`src/sv/lkkt_pkg.sv`:
```
package lkkt_pkg;

    // default parameter values
    localparam int FRAC_BITS_DEF   = 16;
    localparam int COUNT_WIDTH_DEF = 24;
    localparam int FRAC_MAX        = 24;

    // field widths
    localparam int VAL_W   = 32;
    localparam int SCALE_W = 31;
    localparam int MULT_W  = 31;
    localparam int LAM_W   = 32;
    localparam int ALPHA_W = 17;
    localparam int RSUM_W  = 64;
    localparam int ROWS_W  = 20;
    localparam int DEN_W   = SCALE_W + ROWS_W;
    localparam int TOTAL_W = 24;
    localparam int CFG_W   = 64;

    // configuration register indexes
    typedef enum logic [1:0] {
        CFG_LAMBDA = 2'd0,
        CFG_ALPHA  = 2'd1,
        CFG_RSUM   = 2'd2,
        CFG_ROWS   = 2'd3
    } t_cfg_idx;

    // controller states
    typedef enum logic [2:0] {
        S_ROW,
        S_DRAIN,
        S_P1,
        S_P2,
        S_P3,
        S_P4,
        S_DIV,
        S_DONE
    } t_state;

    // datapath step per controller state
    typedef enum logic [2:0] {
        ST_NONE,
        ST_MUL0,
        ST_MUL1,
        ST_MUL2,
        ST_MUL3,
        ST_DIV_GO
    } t_step;

    typedef struct packed {
        logic  row_take;
        logic  last_take;
        t_step step;
        logic  res_load;
    } t_cmd;

    typedef struct packed {
        logic div_done;
    } t_sts;

endpackage

```
`src/sv/lkkt_ctrl.sv`:
```
module lkkt_ctrl (
    input  logic           i_clk,
    input  logic           i_rst_n,
    input  logic           i_in_valid,
    input  logic           i_in_last_row,
    input  logic           i_out_ready,
    input  lkkt_pkg::t_sts i_sts,
    output logic           o_in_ready,
    output logic           o_out_valid,
    output lkkt_pkg::t_cmd o_cmd
);
    lkkt_pkg::t_state r_state, n_state;
    logic             r_ovalid, n_ovalid;
    logic             take, load;

    // next state
    always_comb begin
        n_state = r_state;
        unique case (r_state)
            lkkt_pkg::S_ROW:   if (take && i_in_last_row) n_state = lkkt_pkg::S_DRAIN;
            lkkt_pkg::S_DRAIN: n_state = lkkt_pkg::S_P1;
            lkkt_pkg::S_P1:    n_state = lkkt_pkg::S_P2;
            lkkt_pkg::S_P2:    n_state = lkkt_pkg::S_P3;
            lkkt_pkg::S_P3:    n_state = lkkt_pkg::S_P4;
            lkkt_pkg::S_P4:    n_state = lkkt_pkg::S_DIV;
            lkkt_pkg::S_DIV:   if (i_sts.div_done) n_state = lkkt_pkg::S_DONE;
            lkkt_pkg::S_DONE:  if (load) n_state = lkkt_pkg::S_ROW;
            default:           n_state = lkkt_pkg::S_ROW;
        endcase
    end

    // outputs
    always_comb begin
        o_in_ready = (r_state == lkkt_pkg::S_ROW);
        take       = o_in_ready && i_in_valid;
        load       = (r_state == lkkt_pkg::S_DONE) && (!r_ovalid || i_out_ready);
        o_cmd.row_take  = take;
        o_cmd.last_take = take && i_in_last_row;
        o_cmd.res_load  = load;
        unique case (r_state)
            lkkt_pkg::S_DRAIN: o_cmd.step = lkkt_pkg::ST_MUL0;
            lkkt_pkg::S_P1:    o_cmd.step = lkkt_pkg::ST_MUL1;
            lkkt_pkg::S_P2:    o_cmd.step = lkkt_pkg::ST_MUL2;
            lkkt_pkg::S_P3:    o_cmd.step = lkkt_pkg::ST_MUL3;
            lkkt_pkg::S_P4:    o_cmd.step = lkkt_pkg::ST_DIV_GO;
            default:           o_cmd.step = lkkt_pkg::ST_NONE;
        endcase
        n_ovalid = load ? 1'b1 : (i_out_ready ? 1'b0 : r_ovalid);
    end

    always_ff @(posedge i_clk) begin
        if (!i_rst_n) begin
            r_state  <= lkkt_pkg::S_ROW;
            r_ovalid <= 1'b0;
        end else begin
            r_state  <= n_state;
            r_ovalid <= n_ovalid;
        end
    end

    assign o_out_valid = r_ovalid;

    // a loaded result is shown and rows are taken again
    a_load: assert property (@(posedge i_clk) disable iff (!i_rst_n)
        load |=> (r_ovalid && r_state == lkkt_pkg::S_ROW))
        else $error("result load lost");

    // a quotient only arrives while waiting for it
    a_done: assert property (@(posedge i_clk) disable iff (!i_rst_n)
        i_sts.div_done |-> r_state == lkkt_pkg::S_DIV)
        else $error("divider done out of turn");

    // a waiting result is never overwritten
    a_hold: assert property (@(posedge i_clk) disable iff (!i_rst_n)
        (r_state == lkkt_pkg::S_DONE && r_ovalid && !i_out_ready)
        |=> r_state == lkkt_pkg::S_DONE)
        else $error("pending result overwritten");

endmodule

```
`config.mk`:
```
export PLATFORM = sky130hd
export DESIGN_NAME = lkkt_ctrl
export DESIGN_NICKNAME = d
export VERILOG_FILES = /design/src/sv/lkkt_pkg.sv /design/src/sv/lkkt_ctrl.sv
export SDC_FILE = /design/constraint.sdc
export NUM_CORES = 1
export LEC_CHECK = 0
export BUFFER_PORTS_ARGS = -buffer_cell sky130_fd_sc_hd__buf_2
export CORE_AREA = 2 2 39 41
export DETAILED_ROUTE_END_ITERATION = 10
export DIE_AREA = 0 0 41 43
export HOLD_SLACK_MARGIN = 0.12
export SYNTH_ARGS = -nofsm -noshare
export SYNTH_HDL_FRONTEND = slang
export SYNTH_SLANG_ARGS = --single-unit
export TNS_END_PERCENT = 50
```
`constraint.sdc`:
```
create_clock -name i_clk -period 1.1 [get_ports i_clk]
set_input_delay 0 -clock i_clk [delete_from_list [all_inputs] [get_ports i_clk]]
set_output_delay 0 -clock i_clk [all_outputs]
set_load 0.1 [all_outputs]
```
# After elaboration in Yosys (flattened, before gate mapping)

Index checks and enable logic that the tools add are counted.

Register bits after elaboration: 4
Input port bits: 6
Output and inout port bits: 8

Equal/unequal tests: 10
Mux-type cells: 7
Reductions and logical operators: 8

Operator list:

| kind                                                   | count |
|---|---|
| case mux 3 bit (8 select lines)                        | 1 |
| case mux 3 bit (5 select lines)                        | 1 |
| == test 3 bit (second input constant)                  | 4 |
| 2-to-1 mux 3 bit                                       | 3 |
| == test 3 x 2 -> 1 bit (second input constant)         | 2 |
| inequality test 2 bit (second input constant)          | 2 |
| == test 3 x 1 -> 1 bit (second input constant)         | 1 |
| logical AND 1 bit                                      | 3 |
| logical NOT 3 bit                                      | 1 |
| AND reduction 3 bit                                    | 1 |
| 2-to-1 mux 1 bit                                       | 2 |
| inequality test 2 x 1 -> 1 bit (second input constant) | 1 |
| nonzero test 2 bit                                     | 1 |
| logical NOT 1 bit                                      | 1 |
| logical OR 1 bit                                       | 1 |

# Longest topological paths before layout

Gate-level depths: netlist (run 1).

Depth after elaboration: 5
Gate-level depth with buffers: 4
Mapped depth without buffers: 3

# Worst setup path after synthesis (run 1)

Ideal clock, no wire load.

Kind: register to output
Start: register r_state[1]
End: output port o_cmd[4] in the netlist's numbering
Arrival time: 2.621 ns
Required time: 1.100 ns
Path slack: -1.521 ns
Cell stages (with the launch flop): 4
Buffers on the path: 1
Path through: dfxtp_1 buf_6 nor3_2 and3_1

RTL lines:

| what                   | line            | RTL |
|---|---|---|
| from (decl)            | lkkt_ctrl.sv:12 | `lkkt_pkg::t_state r_state, n_state;` |
| from (signal assigned) | lkkt_ctrl.sv:53 | `r_state <= lkkt_pkg::S_ROW;` |
| from (signal assigned) | lkkt_ctrl.sv:56 | `r_state <= n_state;` |
| to (decl)              | lkkt_ctrl.sv:10 | `output lkkt_pkg::t_cmd o_cmd` |

==> results of run 1 <==
==> cell families (layout without fill, tap and decap cells) <==
family,after synthesis,after routing
AO/OA/AOI/OAI,7,7
buffers and inverters,3,28
flip-flops,4,4
AND/OR/NAND/NOR,14,14
==> how the worst min path moves through the flow <==
stage | depth (start not counted) | slack, ns | endpoint
6_report | 4 | 0.26 | r_state[0]$_SDFFE_PN0P_
5_1_grt | 4 | 0.27 | r_state[1]$_SDFFE_PN0P_
4_1_cts | 4 | 0.25 | r_state[0]$_SDFFE_PN0P_
3_5_place_dp | 2 | 0.27 | o_out_valid$_SDFFE_PN0P_
3_3_place_gp | 2 | 0.27 | o_out_valid$_SDFFE_PN0P_
2_1_floorplan | 1 | 0.12 | o_out_valid$_SDFFE_PN0P_
==> power by group through the flow <==
| stage | Sequential, mW | Combinational (mW) | Clock (mW) |
|---|---|---|---|
| 2_1_floorplan | 0.162 | 0.223 | 0 |
| 3_3_place_gp | 0.169 | 0.315 | 0 |
| 3_5_place_dp | 0.170 | 0.316 | 0 |
| 4_1_cts | 0.165 | 0.333 | 0.218 |
| 5_1_grt | 0.164 | 0.363 | 0.230 |
| 6_report | 0.163 | 0.350 | 0.208 |
==> state kept, by name, indices dropped and copies added (netlist names) <==
register and cells:
o_out_valid 1, r_state 3
==> timing repair <==
item / in CTS / in global routing
pin swaps: 3 / 3
endpoints found under the setup margin: 7 / 7
hold buffers: 4 / 0
gates resized for setup: 8 / 3
cloned: 0 / 0
buffers inserted: 1 / 2
endpoints found under the hold margin: 4 / 0
==> worst max-delay path, cell delays in order (launching register included) <==
cell     delay, ns
dfxtp_4       0.35
nor3_4        0.20
and3_4        0.22
buf_12        0.17
==> routing by layer <==
| metal | global-route usage | wire length [um] | share of wire | up-vias |
|---|---|---|---|---|
| li1 | - | - | - | 148 |
| met1 | 0.103 | 287 | 0.45 | 120 |
| met2 | 0.134 | 288 | 0.45 | 13 |
| met3 | 0.0157 | 46 | 0.072 | 2 |
| met4 | 0.0800 | 18 | 0.028 | 0 |
| met5 | 0 | 0 | 0 | - |
==> through the flow <==
step / cell area, um^2 / worst slack [ns] / TNS [ns]
global route: 569 / -0.123 / -0.404
global placement: 452 / 0.0689 / 0
floorplan: 280 / -0.648 / -1.77
detailed placement: 452 / 0.0432 / 0
CTS: 544 / -0.0876 / -0.322
finish: 569 / -0.0762 / -0.195
==> cell usage after synthesis, drive strengths merged <==
| master | instances | area (um^2) |
|---|---|---|
| a211oi | 1 | 7.51 |
| dfxtp | 4 | 80.1 |
| nor3b | 1 | 12.5 |
| o21ai | 3 | 15.0 |
| o21a | 1 | 7.51 |
| nor3 | 1 | 10.0 |
| and3 | 2 | 17.5 |
| a31oi | 1 | 6.26 |
| nand2 | 2 | 7.51 |
| nand3 | 1 | 5.00 |
| and2 | 2 | 12.5 |
| buf | 3 | 26.3 |
| nor2b | 3 | 26.3 |
| and2b | 2 | 16.3 |
| a21oi | 1 | 5.00 |
==> layout make-up <==
class                   count  area, um^2
repair buffers             24         258
multi-input cells          21         170
well taps                  16        20.0
fillers                   141         815
flip-flops and latches      4        95.1
clock buffers               4        26.3
==> flow_summary.yaml, run 1 <==
logic_synthesis:
  synth_top_family_by_area: "simple AND/OR/NAND/NOR gates"
  synth_mux_area_frac: 0
  synth_compound_area_frac: 0.162
  postSynthAreaPerCell_um2: 9.12
  synthCells: 28
  yosysUniqueCellTypes: 20
  syn-num-nets: 34
  ys_seq_area_frac: 0.314
  yosys_warnings: 0
  synthXorXnorAreaFrac: 0
  synth_seq_cells: 4
  synth_simple_gate_area_frac: 0.422
  synth_fa_ha_area_frac: 0
  synth.cell_area_um2: 255
pwr:
  comb_power_share: 0.485
  switching_share: 0.403
  p_sw_mw: 0.290
  intPower_mw: 0.431
  p_clk_frac: 0.289
  power.total_mw: 0.721
  vdd_drop_max_v: 0.000520
  p_per_area_mw_per_mm2: 1270
  seqPwrFrac: 0.226
  leakage_nw: 0.244
routing:
  drc: 0
  drtAntennaViolNets: 0
  vias: 283
  first_pass_iters: 2
  first_iter_violations: 3
  vias_per_cell: 4.10
  routed_wl_um: 641
  wl_per_cell_um: 9.29
hold_path:
  hold_class: "input port to flop"
  hold_start: "i_out_ready"
worst_setup_path:
  critPathLaunchType: "flop"
  arrival_ns: 1.18
  crit_path_max_fanout: 4
  r2r-end: "r_state[0]$_SDFFE_PN0P_"
  crit_path_start: "r_state[0]$_SDFFE_PN0P_"
  worst_r2r_path_depth: 3
  r2r_slack_ns: 0.16
  worst_r2r_startpoint: "r_state[1]$_SDFFE_PN0P_"
  critPathKind: "flop to primary output"
  crit_end: "o_cmd[4]"
  end_kind: "primary output"
  worst_ep_required_time_ns: 1.10
floorplan:
  pin_count: 14
  coreArea_mm2: 0.00138
  start_util: 0.184
  fp-row-count: 14
  die_h_um: 43
  die_width_um: 41
  die_area_mm2: 0.00176
finish:
  final_cell_mix: "buf_2, buf_12, buf_4, dlygate4sd3_1, dfxtp_4"
  syn2layout_area_growth_pct: 123
  utilization: 0.411
  drive_gt1_frac: 0.660
  final_nets: 60
  instances_no_fill: 69
  num_antenna_cells: 0
sta:
  holdWs_ns: 0.256
  maxSlewViolCount: 0
  tightest_slew_ns: 0.487
  setup_violations: 5
  setup_ws_ns: -0.0762
  period_minus_slack_ns: 1.18
  skew_ns: 0.00299
  timing.fmax_mhz: 850
  hold_viol: 0
  finalCritPeriodShare: 1.07
  slew_headroom: 0.677
  rsz0062_at_grt: "yes"
clock_tree:
  htree_num_levels: 1
  clkLatencyLatePin_ns: 0.24
  cts-root-buf: "clkbuf_4"
  clkSinkCount: 4
  numCtsBuffers: 3
  cts_buffer_depth: 2
  cts_tree: "built"
  clk_pin_slew_worst_paths_ns: 0.04
place:
  hpwl_um: 458
  io_buffers: 13
  place.gp.congestion: 0.723
  placed_cells: 58
grt:
  grt_pass1_wl_um: 1060
  antenna_found_initial: 0
  grt_max_degree: 8
  grtUsageTotal: 0.0904
  first_global_vias: 271
  grt.overflow.total: 0
run:
  max_cap_viol_count: 0
outcome:
  status: "complete, but fails checks"
  violations: "negative setup slack"
Note: power is estimated with default switching activity, not from simulation.
==> run 2, diff against run 1 <==
- PLACE_DENSITY: unset -> 0.47
==> run 2 against run 1 <==
Net effect:
- the flow still finishes with violations (negative setup slack)
- global-route usage rose by 0.10 points
- cell area down 2.9%
- sequential power rose by 2%
- critical path type unchanged
==> flow_summary.yaml, run 2 (synthesis gave the netlist of run 1 again) <==
grt:
  grt_max_degree: 8
  grt.overflow.total: 0
  grtUsageTotal: 0.0914
  grt_pass1_wl_um: 1060
  antenna_found_initial: 0
  first_global_vias: 264
worst_setup_path:
  path_cells: "buf_6, nor3_4, and3_4, buf_12"
  crit_path_start: "r_state[2]$_SDFFE_PN0P_"
  worst_r2r_startpoint: "r_state[0]$_SDFFE_PN0P_"
  slowest_stage: "dfxtp_2"
  worst-path-stages: 4
  critPathLaunchType: "flop"
  worst_ep_required_time_ns: 1.10
  worst_r2r_path_depth: 3
  arrival_ns: 1.20
  r2r-end: "r_state[2]$_SDFFE_PN0P_"
  r2r_slack_ns: 0.16
  critPathKind: "flop to primary output"
  crit_path_max_fanout: 4
  crit_end: "o_cmd[4]"
  critPathMaxStageDelay_ns: 0.33
  cp_top_family: "simple AND/OR/NAND/NOR gates"
  path_buf_inv: 2
  end_kind: "primary output"
routing:
  drc: 0
  vias_per_cell: 4.15
  vias: 278
  first_pass_iters: 4
  drtAntennaViolNets: 0
  wl_per_cell_um: 9.40
  routed_wl_um: 630
  first_iter_violations: 4
finish:
  nFillCells: 142
  final_nets: 58
  largest_register_ffs: 3
  drive_gt1_frac: 0.647
  fin_area_um2: 553
  final_cell_mix: "buf_12, buf_2, dlygate4sd3_1, buf_4, clkbuf_4"
  regMostFlops: "r_state"
  num_antenna_cells: 0
  final_common_cell: "buf_12"
  syn2layout_area_growth_pct: 117
clock_tree:
  cts_buffer_depth: 2
  cts_tree: "built"
  htree_num_levels: 1
  cts-root-buf: "clkbuf_4"
  numCtsBuffers: 3
  clkLatencyLatePin_ns: 0.24
  clkSinkCount: 4
  clk_pin_slew_worst_paths_ns: 0.04
place:
  dpl_cell_area_um2: 467
  io_buffers: 13
  hpwl_um: 448
  place.gp.congestion: 0.671
sta:
  hold_viol: 0
  setup_violations: 4
  skew_ns: 0.00477
  tightest_slew_ns: 0.485
  holdWs_ns: 0.260
  maxSlewViolCount: 0
  tns_ns: -0.272
  timing.fmax_mhz: 833
  slew_headroom: 0.679
  finalCritPeriodShare: 1.09
  period_minus_slack_ns: 1.20
  setup_ws_ns: -0.101
  rsz0062_at_grt: "yes"
floorplan:
  die_h_um: 43
  die_area_mm2: 0.00176
  die_width_um: 41
  fp-row-count: 14
  pin_count: 14
  coreArea_mm2: 0.00138
  start_util: 0.184
hold_path:
  hold_class: "input port to flop"
  hold_depth: 4
pwr:
  vdd_drop_max_v: 0.000515
  leakage_nw: 0.235
  p_per_area_mw_per_mm2: 1300
outcome:
  violations: "negative setup slack"
  status: "complete, but fails checks"
run:
  max_cap_viol_count: 0
## run 2: cell count changes in the layout (fill, tap and decap cells not counted)
cell | previous run | this run
buf_6 | 2 | 1
dfxtp_4 | 4 | 2
nor2b_4 | 2 | 1
buf_12 | 6 | 7
nor2b_2 | 0 | 1
buf_4 | 6 | 4
dfxtp_2 | 0 | 2
## run 2: repair_timing
item	4_1_cts	5_1_grt
resized for setup	6	0
endpoints found under the hold margin	4	0
gates cloned	0	0
setup buffers	1	0
hold buffers	4	0
pin swaps	2	0
setup endpoints to repair	7	7
## run 2: how the worst min path moves through the flow
| stage | end | from |
|---|---|---|
| 2_1_floorplan | o_out_valid$_SDFFE_PN0P_ | i_rst_n |
| 3_3_place_gp | o_out_valid$_SDFFE_PN0P_ | i_rst_n |
| 3_5_place_dp | o_out_valid$_SDFFE_PN0P_ | i_rst_n |
| 4_1_cts | r_state[0]$_SDFFE_PN0P_ | i_out_ready |
| 5_1_grt | r_state[1]$_SDFFE_PN0P_ | i_out_ready |
| 6_report | r_state[0]$_SDFFE_PN0P_ | i_out_ready |
## run 2: report_power, final
part | leakage, nW | switching (mW) | internal (mW)
registers | 0.0350 | 0.0150 | 0.152
clock network | 0.0150 | 0.0661 | 0.137
logic | 0.185 | 0.204 | 0.143
## run 2: metal layers
metal	GRT usage	up-vias	wire, um
met3	0.0157	0	60
li1	-	141	-
met1	0.125	121	299
met5	0	-	0
met2	0.106	16	269
met4	0.100	0	0
## run 2: through the flow
step	setup slack, ns	util	cells	power (mW)
2_1_floorplan	-0.648	-	28	0.385
3_3_place_gp	0.0222	0.337	58	0.497
3_5_place_dp	0.0116	0.337	58	0.498
4_1_cts	-0.116	0.400	67	0.730
5_1_grt	-0.168	0.400	67	0.752
6_report	-0.101	0.400	67	0.717
## run 2: area by class of cell
| type | count | area [um^2] | area share |
|---|---|---|---|
| Clock buffer | 4 | 26.3 | 0.0475 |
| Multi-Input combinational cell | 21 | 165 | 0.299 |
| Sequential cell | 4 | 90.1 | 0.163 |
| Tap cell | 16 | 20.0 | 0.0362 |
| Timing Repair Buffer | 22 | 251 | 0.455 |
## run 2: worst reg2reg max path, stage by stage, from the launching register on
cell     delay, ns
dfxtp_2       0.38
and3_4        0.21
nor2b_4       0.18
nor3b_2       0.06
